==> src/hw/rtl/lr3b2_pkg.sv <==
// Shared command and status types for the limb reciprocal block.
`timescale 1ns / 1ps
`default_nettype none

package lr3b2_pkg;

   typedef struct packed {
      logic load;
      logic step;
   } dp_cmd_type;

   typedef struct packed {
      logic normalized;
   } dp_status_type;

endpackage

`default_nettype wire

==> src/hw/rtl/limb_reciprocal_3by2_core.sv <==
// Top level of the two-limb reciprocal unit for 3-by-2 division.
`timescale 1ns / 1ps
`default_nettype none

// Computes floor((2^(3*LIMB_WIDTH)-1) / (high*2^LIMB_WIDTH + low)) - 2^LIMB_WIDTH by
// restoring division, one quotient bit per cycle through one 2*LIMB_WIDTH-bit subtractor.
// A transaction is taken when start is high and busy is low. For a normalized divisor
// rsp_valid rises at the edge that ends the last division step and the result is taken
// at the edge that ends that cycle. Busy falls together with the rise of rsp_valid, so the
// next transaction can be accepted at the edge that ends the rsp_valid cycle; throughput
// is set by the bit-serial division. An unnormalized divisor raises rsp_valid at the edge
// that follows the accepting edge, with rsp_not_normalized set and a zero reciprocal.
// The receiver cannot stall: rsp_valid lasts one cycle and the result ports hold until the
// next transaction is accepted.
module limb_reciprocal_3by2_core #(
   parameter int LIMB_WIDTH = 32
) (
   input  wire logic                  clock,
   input  wire logic                  reset,
   input  wire logic                  start,
   output logic                       busy,
   input  wire logic [LIMB_WIDTH-1:0] req_divisor_high,
   input  wire logic [LIMB_WIDTH-1:0] req_divisor_low,
   output logic                       rsp_valid,
   output logic [LIMB_WIDTH-1:0]      rsp_reciprocal,
   output logic                       rsp_not_normalized
);

   lr3b2_pkg::dp_cmd_type    dp_cmd;
   lr3b2_pkg::dp_status_type dp_status;

   lr3b2_ctrl #(
      .LIMB_WIDTH(LIMB_WIDTH)
   ) u_ctrl (
      .clock     (clock),
      .reset     (reset),
      .start     (start),
      .busy      (busy),
      .rsp_valid (rsp_valid),
      .dp_cmd    (dp_cmd),
      .dp_status (dp_status)
   );

   lr3b2_datapath #(
      .LIMB_WIDTH(LIMB_WIDTH)
   ) u_datapath (
      .clock          (clock),
      .divisor_high   (req_divisor_high),
      .divisor_low    (req_divisor_low),
      .dp_cmd         (dp_cmd),
      .dp_status      (dp_status),
      .reciprocal     (rsp_reciprocal),
      .not_normalized (rsp_not_normalized)
   );

endmodule

`default_nettype wire

==> src/hw/rtl/lr3b2_ctrl.sv <==
// Controller state machine that sequences the bit-serial division.
`timescale 1ns / 1ps
`default_nettype none

module lr3b2_ctrl #(
   parameter int LIMB_WIDTH = 32
) (
   input  wire logic                   clock,
   input  wire logic                   reset,
   input  wire logic                   start,
   output logic                        busy,
   output logic                        rsp_valid,
   output lr3b2_pkg::dp_cmd_type       dp_cmd,
   input  wire lr3b2_pkg::dp_status_type dp_status
);

   localparam int STEPS = 3 * LIMB_WIDTH;
   localparam int CNT_W = $clog2(STEPS);

   typedef enum logic {
      ST_IDLE,
      ST_RUN
   } state_type;

   state_type        state_ff;
   logic [CNT_W-1:0] cnt_ff;
   logic             busy_ff;
   logic             rsp_valid_ff;

   always_comb begin
      dp_cmd.load = (state_ff == ST_IDLE) && start && !busy_ff;
      dp_cmd.step = (state_ff == ST_RUN) && dp_status.normalized;
   end

   always_ff @(posedge clock) begin
      if (reset) begin
         state_ff     <= ST_IDLE;
         cnt_ff       <= '0;
         busy_ff      <= 1'b0;
         rsp_valid_ff <= 1'b0;
      end else begin
         rsp_valid_ff <= 1'b0;
         unique case (state_ff)
            ST_IDLE: begin
               if (start && !busy_ff) begin
                  state_ff <= ST_RUN;
                  cnt_ff   <= '0;
                  busy_ff  <= 1'b1;
               end
            end
            ST_RUN: begin
               if (!dp_status.normalized || cnt_ff == CNT_W'(STEPS - 1)) begin
                  state_ff     <= ST_IDLE;
                  busy_ff      <= 1'b0;
                  rsp_valid_ff <= 1'b1;
               end else begin
                  cnt_ff <= cnt_ff + 1'b1;
               end
            end
            default: begin
               state_ff <= ST_IDLE;
               busy_ff  <= 1'b0;
            end
         endcase
      end
   end

   assign busy      = busy_ff;
   assign rsp_valid = rsp_valid_ff;

endmodule

`default_nettype wire

==> src/hw/rtl/lr3b2_datapath.sv <==
// Datapath holding the divisor, partial remainder and quotient of the restoring division.
`timescale 1ns / 1ps
`default_nettype none

module lr3b2_datapath #(
   parameter int LIMB_WIDTH = 32
) (
   input  wire logic                    clock,
   input  wire logic [LIMB_WIDTH-1:0]   divisor_high,
   input  wire logic [LIMB_WIDTH-1:0]   divisor_low,
   input  wire lr3b2_pkg::dp_cmd_type   dp_cmd,
   output lr3b2_pkg::dp_status_type     dp_status,
   output logic [LIMB_WIDTH-1:0]        reciprocal,
   output logic                         not_normalized
);

   localparam int W2 = 2 * LIMB_WIDTH;

   logic [W2-1:0]         div_ff;
   logic [W2-1:0]         rem_ff;
   logic [LIMB_WIDTH-1:0] quo_ff;

   logic                  carry;
   logic [W2-1:0]         rem_shift;
   logic [W2:0]           diff;
   logic                  ge;

   always_comb begin
      carry     = rem_ff[W2-1];
      rem_shift = {rem_ff[W2-2:0], 1'b1};
      diff      = {1'b0, rem_shift} - {1'b0, div_ff};
      ge        = carry || !diff[W2];
   end

   always_ff @(posedge clock) begin
      if (dp_cmd.load) begin
         div_ff <= {divisor_high, divisor_low};
         rem_ff <= '0;
         quo_ff <= '0;
      end else if (dp_cmd.step) begin
         rem_ff <= ge ? diff[W2-1:0] : rem_shift;
         quo_ff <= {quo_ff[LIMB_WIDTH-2:0], ge};
      end
   end

   assign dp_status.normalized = div_ff[W2-1];
   assign reciprocal           = quo_ff;
   assign not_normalized       = !div_ff[W2-1];

endmodule

`default_nettype wire
==> config.mk <==
export PLATFORM = sky130hd
export DESIGN_NAME = limb_reciprocal_3by2_core
export DESIGN_NICKNAME = d
export VERILOG_FILES = /design/src/hw/rtl/lr3b2_pkg.sv /design/src/hw/rtl/limb_reciprocal_3by2_core.sv /design/src/hw/rtl/lr3b2_ctrl.sv /design/src/hw/rtl/lr3b2_datapath.sv
export SDC_FILE = /design/constraint.sdc
export NUM_CORES = 1
export LEC_CHECK = 0
export BUFFER_PORTS_ARGS = -buffer_cell sky130_fd_sc_hd__buf_2
export CORE_ASPECT_RATIO = 0.7
export CORE_MARGIN = 1.5
export CORE_UTILIZATION = 26
export CTS_BUF_LIST = sky130_fd_sc_hd__clkbuf_2 sky130_fd_sc_hd__clkbuf_4 sky130_fd_sc_hd__clkbuf_8
export CTS_CLUSTER_SIZE = 10
export DETAILED_ROUTE_END_ITERATION = 10
export GPL_TIMING_DRIVEN = 0
export PLACE_DENSITY = 0.48
export SYNTH_ARGS = -nofsm -noshare
export SYNTH_HDL_FRONTEND = slang
export SYNTH_SLANG_ARGS = --single-unit
==> constraint.sdc <==
create_clock -name clock -period 3.02 [get_ports clock]
set_input_delay 0.151 -clock clock [delete_from_list [all_inputs] [get_ports clock]]
set_output_delay 0.151 -clock clock [all_outputs]
set_load 0.05 [all_outputs]
==> flow_metrics.tcl, run 1 <==
set metrics [dict create \
    status "finished, violations left" \
    violations "setup timing" \
    yosysSeqAreaShare 0.398 \
    p_leak_nw 5.78 \
    cp-startpoint "u_datapath.div_ff[1]" \
    setup_violations 24 \
    use_met1 0.258 \
    cts_tree "yes" \
    cts-buffers-inserted 17 \
    clock_latency_ns 0.50 \
    whs_ns 0.0334 \
    cts.sinks 170 \
    drive_above_1_share 0.283 \
    ant_nets 0 \
    fp.dieH_um 168 \
    seqCellArea_um2 4060 \
    hold_class "in2reg" \
    multiInputGateArea_um2 6400 \
    drc_errors 0 \
    num_rows 60 \
    wl_per_cell_um 17.1 \
    worstPathArrival_ns 3.73 \
    clk_pin_slew_ns 0.11 \
    grt_usage 0.160 \
    clock.fmax_mhz 303 \
    critPathBufInv 2 \
    ys_ff_latch 170 \
    vias 9761 \
    yosys_warnings 0 \
    stdcell_count 1988 \
    period_minus_slack_ns 3.30 \
    clock-root-buffer "clkbuf_8" \
    placed_area_um2 11300 \
    num_io_pins 102 \
    grt_pass1_vias 8811 \
    rsz0062_at_grt "yes" \
    netlist_instances 1209 \
    cts_htree_levels 4 \
    gp_congestion 0.854 \
    ir_worst_vdd_uv 322 \
    synth_flop_cell "dfxtp_1" \
    startpoint_type "flop" \
    routed_wl_mm 33.9 \
    initial_core_util 0.264 \
    worstReg2RegStart "u_datapath.div_ff[1]" \
    grt-busiest-layer "met1" \
    worstSetupPathType "reg2reg" \
    dr.first_iter.drc_count 741 \
    antenna_found_initial 0 \
    worst_slew_pin_slew_ns 0.887 \
    fin_crit_sh 1.09 \
    synth_area_per_cell_um2 8.41 \
    worst_slack_ns -0.275 \
    synth_enable_flop_cells 64 \
    crit_path_top_delay_cell "edfxtp_1" \
    grt_max_degree 43 \
    area_delta_synth_final_pct 40.1 \
    finClkSkew_ns 0.0206 \
    overflow 0 \
    maxSlewViolCount 0 \
    crit_family "compound AO/OA/AOI/OAI gates" \
    hold_viol_final 0 \
    fin_area_um2 14200 \
    io_buffers 100 \
    ys_types 71 \
    synth_nets 1341 \
    crit_required_ns 3.45 \
    setup_tns_ns -2.50 \
    place_inst 1837 \
    final_util 0.370 \
    power_per_cell_area_nw_per_um2 554 \
    die_w_um 239 \
    netlist_area_um2 10200 \
    fillers 4011 \
    slew_headroom 0.409 \
    antennaDiodeCount 0 \
    clk_path_buf_depth 2 \
    path_cells "ha_2 -> fa_2 -> and2b_2 -> o2111ai_4 -> a211o_4 -> a211oi_2 -> nor2_2 -> a21oi_2 -> buf_6 -> buf_4 -> o211a_1 -> a21oi_1 -> xor2_1 -> o211ai_1" \
    met2_usage 0.214 \
    post-dp-hpwl_mm 23.8 \
    cp-end-kind "flop" \
    critPathMaxStageDelay_ns 0.43 \
    synthArstFlopShare 0 \
    hp-start "reset" \
    final_nets 1580 \
    grt_pass1_wl_mm 50.0 \
    dieArea_um2 40300 \
    via_per_inst 4.91 \
    met3_usage 0.0348 \
    crit_fanout 3 \
    dr.pass1.iters 5 \
    coreArea_um2 38400 \
    drv_cap 0 \
]
[cell usage in the layout (no fill, tap or decap), drive strengths merged, types with 3 or more instances in the layout]
| master | instances |
|---|---|
| a211o | 4 |
| a211oi | 24 |
| a21boi | 4 |
| a21o | 25 |
| a21oi | 165 |
| a22oi | 3 |
| a31oi | 16 |
| and2 | 5 |
| and3 | 15 |
| buf | 184 |
| clkbuf | 64 |
| clkinv | 5 |
| dfxtp | 106 |
| dlygate4sd3 | 65 |
| edfxtp | 64 |
| ha | 64 |
| inv | 87 |
| mux2i | 6 |
| nand2 | 145 |
| nand2b | 7 |
| nand3 | 33 |
| nand4 | 25 |
| nor2 | 99 |
| nor2b | 6 |
| nor3 | 31 |
| o2111ai | 4 |
| o211ai | 14 |
| o21a | 4 |
| o21ai | 73 |
| o21bai | 16 |
| o22ai | 3 |
| o31ai | 8 |
| or2 | 3 |
| xnor2 | 41 |
| xor2 | 17 |
[state kept, by name (all words and copies together) (netlist names)]
signal	count
u_ctrl.rsp_valid	1
u_ctrl.busy	1
u_ctrl.cnt_ff	7
u_datapath.rem_ff	64
u_datapath.reciprocal	32
u_datapath.div_ff	64
u_ctrl.state_ff	1
[path summary, 6_finish.rpt]
check / end / slack, ns / cells after the start
hold / removal: u_ctrl.state_ff / 0.03 / 2
setup reg to reg: u_datapath.rem_ff[57] / -0.28 / 14
setup / recovery: u_datapath.rem_ff[57] / -0.28 / 14
hold reg to reg: u_datapath.reciprocal[31] / 0.46 / 2
[kinds of logic after synthesis]
logic type,Yosys count,synth area share
AOI/OAI and AO/OA,376,0.234
and+or+nand+nor,379,0.167
buffers and inverters,155,0.0638
xor gates and xnor gates,58,0.0500
DFF,170,0.398
muxes,6,0.00591
adders and majority gates,65,0.0808
[power breakdown]
part | internal (mW) | switching (mW) | leakage, nW | total [mW]
sequential | 2.58 | 0.192 | 1.47 | 2.77
clock | 0.752 | 0.967 | 0.210 | 1.72
combinational | 1.55 | 1.85 | 4.10 | 3.39
[cell usage after synthesis, types with 7 or more instances]
| cell | instances | area (um^2) |
|---|---|---|
| a21o_1 | 25 | 188 |
| o21ai_0 | 57 | 285 |
| nand4_1 | 25 | 156 |
| nor3_1 | 31 | 155 |
| a211oi_1 | 22 | 165 |
| a31oi_1 | 14 | 87.6 |
| nand2_1 | 144 | 541 |
| a21oi_1 | 156 | 781 |
| dfxtp_1 | 106 | 2120 |
| clkbuf_1 | 45 | 169 |
| nor2_1 | 98 | 368 |
| xnor2_1 | 41 | 359 |
| buf_2 | 17 | 85.1 |
| and3_1 | 15 | 93.8 |
| o211ai_1 | 14 | 105 |
| a21oi_2 | 8 | 70.1 |
| inv_1 | 79 | 297 |
| buf_4 | 10 | 75.1 |
| ha_1 | 64 | 801 |
| o31ai_1 | 7 | 52.6 |
| o21bai_1 | 15 | 113 |
| o21ai_1 | 11 | 55.1 |
| nand2b_1 | 7 | 43.8 |
| nand3_1 | 33 | 165 |
| xor2_1 | 17 | 149 |
| edfxtp_1 | 64 | 1920 |
[layer usage]
metal | routed length, um | up-vias | part of all wire
met4 | 331 | 0 | 0.0098
met2 | 13600 | 303 | 0.40
met1 | 18000 | 4661 | 0.53
met5 | 0 | - | 0
li1 | - | 4773 | -
met3 | 2040 | 24 | 0.060
[stage by stage]
stage | worst slack (ns) | total power, mW
after global placement | -0.705 | 5.01
after floorplan | 0.0909 | 4.38
after detailed placement | -0.742 | 5.02
final | -0.275 | 7.89
after CTS | -0.292 | 7.05
after global routing | -0.380 | 8.33
[what timing repair did]
| item | in CTS | in global routing |
|---|---|---|
| gates cloned | 1 | 11 |
| setup buffers | 22 | 31 |
| hold buffers | 65 | 0 |
| pin swaps | 36 | 93 |
| resized for setup | 81 | 201 |
| setup endpoints to repair | 65 | 63 |
| endpoints found under the hold margin | 65 | 0 |
[worst reg2reg max path: cells and delay by family (launching register included)]
family	cells	cell delay, ns
adders and majority gates	2	0.56
AOI/OAI and AO/OA	7	1.47
and+or+nand+nor	2	0.37
DFF	1	0.43
buffers and inverters	2	0.24
xor gates and xnor gates	1	0.16
[area by class of cell]
| type | instances | share of cell area |
|---|---|---|
| Multi-Input combinational cell | 884 | 0.449 |
| Sequential cell | 170 | 0.285 |
| Timing Repair Buffer | 231 | 0.137 |
| Tap cell | 527 | 0.0463 |
| Buffer | 65 | 0.0342 |
| Inverter | 79 | 0.0208 |
| Clock buffer | 17 | 0.0164 |
| Clock inverter | 15 | 0.0112 |
Power figures use the tool's default switching activity.
==> run 2, diff against run 1 <==
--- a/config.mk
+++ b/config.mk
@@ -7,2 +7,3 @@
 export LEC_CHECK = 0
+export ABC_AREA = 1
 export BUFFER_PORTS_ARGS = -buffer_cell sky130_fd_sc_hd__buf_2
@@ -15,3 +16,3 @@
 export GPL_TIMING_DRIVEN = 0
-export PLACE_DENSITY = 0.48
+export PLACE_DENSITY = 0.47
 export SYNTH_ARGS = -nofsm -noshare
==> constraint.sdc (replaced) <==
create_clock -name clock -period 3.02 [get_ports clock]
set_input_delay 0.453 -clock clock [delete_from_list [all_inputs] [get_ports clock]]
set_output_delay 0.453 -clock clock [all_outputs]
set_load 0.05 [all_outputs]
==> run 2 against run 1 <==
Against the previous run: the run now ends clean; utilization is 6.6 points lower; via count rose by 32%; sequential power down 6%; clock skew up 0.0084 ns; die area is 25% higher.
==> flow_metrics.tcl, run 2 <==
set metrics [dict create \
    worstSetupPathType "reg2reg" \
    yosys-top-cells-count "nand2_1 (807), inv_1 (435), nand3_1 (133)" \
    gp_congestion 0.949 \
    crit_path_top_delay_cell "ha_2" \
    grt_pass1_wl_mm 71.3 \
    cts_htree_levels 4 \
    period_minus_slack_ns 2.87 \
    final_nets 2328 \
    ys_types 36 \
    ys_ff_latch 170 \
    crit_family "simple AND/OR/NAND/NOR gates" \
    antenna_found_initial 4 \
    setup_violations 0 \
    final_common_cell "nand2_1" \
    drive_above_1_share 0.100 \
    whs_ns 0.0662 \
    critPathBufInv 5 \
    clk_path_buf_depth 2 \
    synth_top_area_frac 0.238 \
    finClkSkew_ns 0.0290 \
    vias 12800 \
    setup_tns_ns 0 \
    fp.dieH_um 188 \
    synth_top_family_by_area "simple AND/OR/NAND/NOR gates" \
    dr.pass1.iters 7 \
    grt_max_degree 38 \
    num_rows 67 \
    synth_enable_flop_cells 64 \
    num_io_pins 102 \
    hold_buffers 0 \
    wl_per_cell_um 16.6 \
    clock.fmax_mhz 349 \
    worstPathArrival_ns 3.29 \
    dr.first_iter.drc_count 1177 \
    grt_pass1_vias 11800 \
    cts-buffers-inserted 17 \
    power_per_cell_area_nw_per_um2 370 \
    yosys-top-cells-area "nand2_1 (24%), dfxtp_1 (17%), edfxtp_1 (15%)" \
    final_util 0.304 \
    io_buffers 101 \
    hold_class "in2reg" \
    p_leak_nw 7.72 \
    critPathMaxStageDelay_ns 0.41 \
    crit_top_cell "nand2_1" \
    dieArea_um2 50300 \
    netlist_instances 2071 \
    p_total_mw 5.42 \
    path_cells "inv_1 -> ha_2 -> nand2_1 -> nor2_4 -> inv_2 -> nor2_2 -> nand2_1 -> inv_1 -> nand3_4 -> nand2_4 -> buf_6 -> buf_6 -> nand3_1 -> nand2_1 -> a21oi_1" \
    grt_usage 0.192 \
    synth_nets 2203 \
    cp-end-kind "flop" \
    post-dp-hpwl_mm 39.3 \
    initial_core_util 0.265 \
    netlist_area_um2 12700 \
    routed_wl_mm 47.5 \
    status "finished, final reports clean" \
    via_per_inst 4.48 \
    cts_tree "yes" \
    overflow 0 \
    area_delta_synth_final_pct 15.0 \
    drc_errors 0 \
    synth_compound_area_frac 0.0675 \
    drv_cap 0 \
    final_cell_mix "nand2_1 (800), inv_1 (435), nand3_1 (128), nor2_1 (113), dfxtp_1 (106)" \
    synthMuxAreaShare 0 \
    coreArea_um2 48100 \
    clock-root-buffer "clkbuf_8" \
    synth_most_common_cell "nand2_1" \
    synth_area_per_cell_um2 6.15 \
    yosys_warnings 0 \
    synthArstFlopShare 0 \
    clock_latency_ns 0.56 \
    synth_flop_cell "dfxtp_1" \
    yosys.area.top_type "nand2_1" \
    synthAdderAreaFrac 0.0644 \
    crit_fanout 10 \
    worst_slew_pin_slew_ns 1.06 \
    maxSlewViolCount 0 \
    startpoint_type "flop" \
    die_w_um 268 \
    crit_required_ns 3.44 \
    cts.sinks 170 \
    fin_crit_sh 0.949 \
    synth_xor_area_frac 0.0199 \
    synthSimpleGateAreaFrac 0.379 \
    slew_headroom 0.297 \
    ant_nets 0 \
    hold_viol_final 0 \
    ir_worst_vdd_uv 373 \
    clk_pin_slew_ns 0.11 \
    yosysSeqAreaShare 0.317 \
]
## run 2: cell count changes after synthesis, moves of 21 or more
| cell | previous run | this run |
|---|---|---|
| nand3b_1 | 2 | 35 |
| inv_1 | 79 | 435 |
| a211oi_1 | 22 | 1 |
| a21o_1 | 25 | 0 |
| a21oi_1 | 156 | 106 |
| nand3_1 | 33 | 133 |
| nand2_1 | 144 | 807 |
| o21ai_0 | 57 | 8 |
## run 2: power breakdown
part	leakage, nW	switching [mW]	total (mW)	internal [mW]
clock	0.205	1.13	1.77	0.641
sequential	1.47	0.0609	2.59	2.52
combinational	6.05	0.790	1.07	0.276
total	7.72	1.98	5.42	3.44
## run 2: cell type report
| class | instances | area, um^2 |
|---|---|---|
| clock buffer | 18 | 241 |
| buffer | 46 | 239 |
| multi-input combinational | 1401 | 6870 |
| sequential | 170 | 4040 |
| inverter | 454 | 1700 |
| antenna | 2 | 5.00 |
| clock inverter | 14 | 169 |
| timing repair buffer | 106 | 556 |
| tap | 655 | 820 |
| fill | 5476 | 33500 |
## run 2: routing by layer
metal | vias up | wire (um) | GRT usage
met5 | - | 34 | 0
met4 | 4 | 645 | 0.0426
met3 | 40 | 4000 | 0.0467
met2 | 367 | 17400 | 0.252
met1 | 5874 | 25400 | 0.306
li1 | 6562 | - | -
## run 2: cell families after synthesis
logic type	Yosys count
adder cells (fa/ha/maj)	65
AO/OA/AOI/OAI	153
buffers and inverters	500
AND/OR/NAND/NOR	1154
flip-flops	170
XOR/XNOR	29
## run 2: worst paths after layout
check                             start               endpoint  slack [ns]  depth (start not counted)
setup / recovery  u_datapath.div_ff[40]  u_datapath.rem_ff[34]        0.15                         15
hold / removal     req_divisor_high[21]  u_datapath.div_ff[53]        0.07                          1
setup reg to reg  u_datapath.div_ff[40]  u_datapath.rem_ff[34]        0.15                         15
hold reg to reg   u_datapath.rem_ff[63]  u_datapath.rem_ff[63]        0.48                          2
## run 2: repair_timing
item	in CTS	in global routing
setup buffers	3	1
gates resized for setup	7	34
setup endpoints to repair	6	53
pin swaps	1	0
## run 2: worst reg2reg max path: cells and delay by family, from the launching register on
family,cells,cell delay (ns)
buf+inv,5,0.67
fa+ha+maj,1,0.41
flops,1,0.34
compound gates,1,0.06
simple gates,8,1.27
## run 2: metrics by stage
step	instances	cell area, um^2	setup WS (ns)
finish	2866	14700	0.153
global route	2865	14600	-0.00186
CTS	2863	14500	0.0305
detailed placement	2828	14100	-0.0873
global placement	2827	14100	-0.104
floorplan	2071	12700	0.662
==> run 3, diff against run 2 <==
REMOVE_ABC_BUFFERS = 1   (was not set)
==> run 3 against run 2 <==
Against the previous run: cell area is essentially flat; combinational power hardly changed; first-iteration DRC count shrank 11%; largest power group unchanged.
==> flow_metrics.tcl, run 3 (same netlist as run 2, synthesis figures left out) <==
set metrics [dict create \
    period_minus_slack_ns 2.89 \
    final_cell_mix "nand2_1 (804), inv_1 (434), nand3_1 (133), nor2_1 (117)" \
    fin_crit_sh 0.958 \
    drv_cap 0 \
    cp-end-kind "flop" \
    setup_tns_ns 0 \
    r2r_cells 14 \
    dr.first_iter.drc_count 1042 \
    power_per_cell_area_nw_per_um2 374 \
    dr.pass1.iters 6 \
    slew_headroom 0.349 \
    drive_above_1_share 0.0976 \
    clk_path_buf_depth 2 \
    p_comb_frac 0.191 \
    seqPwrFrac 0.472 \
    grt_pass1_vias 11800 \
    clkPwrFrac 0.337 \
    via_per_inst 4.45 \
    p_total_mw 5.48 \
    io_buffers 101 \
    maxSlewViolCount 0 \
    crit_required_ns 3.46 \
    final_nets 2301 \
    clk_pin_slew_ns 0.11 \
    dieArea_um2 50300 \
    fp.dieH_um 188 \
    post-dp-hpwl_mm 34.7 \
    clock-root-buffer "clkbuf_8" \
    hold_viol_final 0 \
    routed_wl_mm 45.2 \
    p_leak_nw 7.78 \
    initial_core_util 0.265 \
    clock.fmax_mhz 346 \
    num_rows 67 \
    hp-start "req_divisor_low[23]" \
    status "finished, final reports clean" \
    finClkSkew_ns 0.0361 \
    grt_max_degree 98 \
    worstSetupPathType "reg2reg" \
    area_delta_synth_final_pct 15.0 \
    coreArea_um2 48100 \
    ir_worst_vdd_uv 234 \
    antennaDiodeCount 0 \
    rsz0062_at_grt "no" \
    cts_tree "yes" \
    cts-buffers-inserted 17 \
    grt_usage 0.185 \
    wl_per_cell_um 15.9 \
    hold_class "in2reg" \
    vias 12600 \
    gp_congestion 0.930 \
    startpoint_type "flop" \
    cp-startpoint "u_datapath.div_ff[46]" \
    overflow 0 \
    antenna_found_initial 0 \
    ant_nets 0 \
    cts_htree_levels 4 \
    worst_slew_pin_slew_ns 0.971 \
    p_sw_frac 0.340 \
    worstReg2RegStart "u_datapath.div_ff[46]" \
    setup_violations 0 \
    num_io_pins 102 \
    final_common_cell "nand2_1" \
    worstPathArrival_ns 3.33 \
    drc_errors 0 \
    clock_latency_ns 0.57 \
    die_w_um 268 \
    holdPathStages 1 \
    crit_fanout 8 \
    grt_pass1_wl_mm 69.7 \
    p_switching_mw 1.86 \
    cts.sinks 170 \
    intPower_mw 3.61 \
]
## run 3: cell count changes in the layout (fill, tap and decap cells not counted), sizes merged, moves of 2 or more
| cell | change |
|---|---|
| bufinv | +2 |
| clkbuf | -31 |
| diode | -2 |
| clkinv | -4 |
| nand2 | +2 |
| inv | +3 |
## run 3: area by class of cell
| class | instances | area [um^2] |
|---|---|---|
| Clock inverter | 14 | 176 |
| Tap cell | 655 | 820 |
| Sequential cell | 170 | 4040 |
| Inverter | 454 | 1710 |
| Fill cell | 5487 | 33500 |
| Clock buffer | 18 | 248 |
| Timing Repair Buffer | 121 | 757 |
| Multi-Input combinational cell | 1405 | 6890 |
## run 3: per-layer routing
layer	vias to the layer above	track usage	wire [um]
met5	-	0.0116	77
met3	40	0.0345	2470
li1	6509	-	-
met1	5784	0.290	24700
met2	299	0.256	17200
met4	2	0.0437	747
## run 3: final timing paths
kind / endpoint / slack, ns
setup reg to reg: u_datapath.rem_ff[50] / 0.13
hold reg to reg: u_datapath.rem_ff[63] / 0.48
setup / recovery: u_datapath.rem_ff[50] / 0.13
hold / removal: u_datapath.div_ff[23] / 0.07
## run 3: critical path, cell delays in order (launching register included)
cell      delay [ns]
edfxtp_1        0.34
inv_1           0.06
ha_2            0.43
nand2_1         0.20
nor2_1          0.23
inv_1           0.08
nor2_2          0.16
nand2_1         0.10
inv_2           0.17
nand3_4         0.21
nand2_8         0.20
buf_12          0.15
nand3_1         0.22
nand2_1         0.15
a21oi_1         0.07
## run 3: what timing repair did
action	in CTS	in global routing
gates cloned	4	0
setup endpoints to repair	72	67
hold buffers	0	0
resized for setup	5	17
pin swaps	3	3
setup buffers	4	3
## run 3: stage by stage
stage	std cells	worst slack (ns)	area, um^2	hold slack [ns]	util
floorplan	2025	-10.75	12500	0.439	-
finish	2837	0.126	14600	0.0659	0.304
global route	2837	0.0262	14600	0.0273	0.304
CTS	2834	-0.00169	14600	0.0219	0.302
global placement	2781	-19.52	13800	0.450	0.287
detailed placement	2794	-1.59	14000	0.464	0.291
## run 3: power groups by stage
stage / sequential [mW] / combinational, mW / clock [mW]
2_1_floorplan: 2.86 / 0.484 / 0
3_3_place_gp: 2.67 / 1.01 / 0
3_5_place_dp: 2.64 / 1.05 / 0
4_1_cts: 2.59 / 1.05 / 1.95
5_1_grt: 2.60 / 1.15 / 2.03
6_report: 2.58 / 1.05 / 1.85
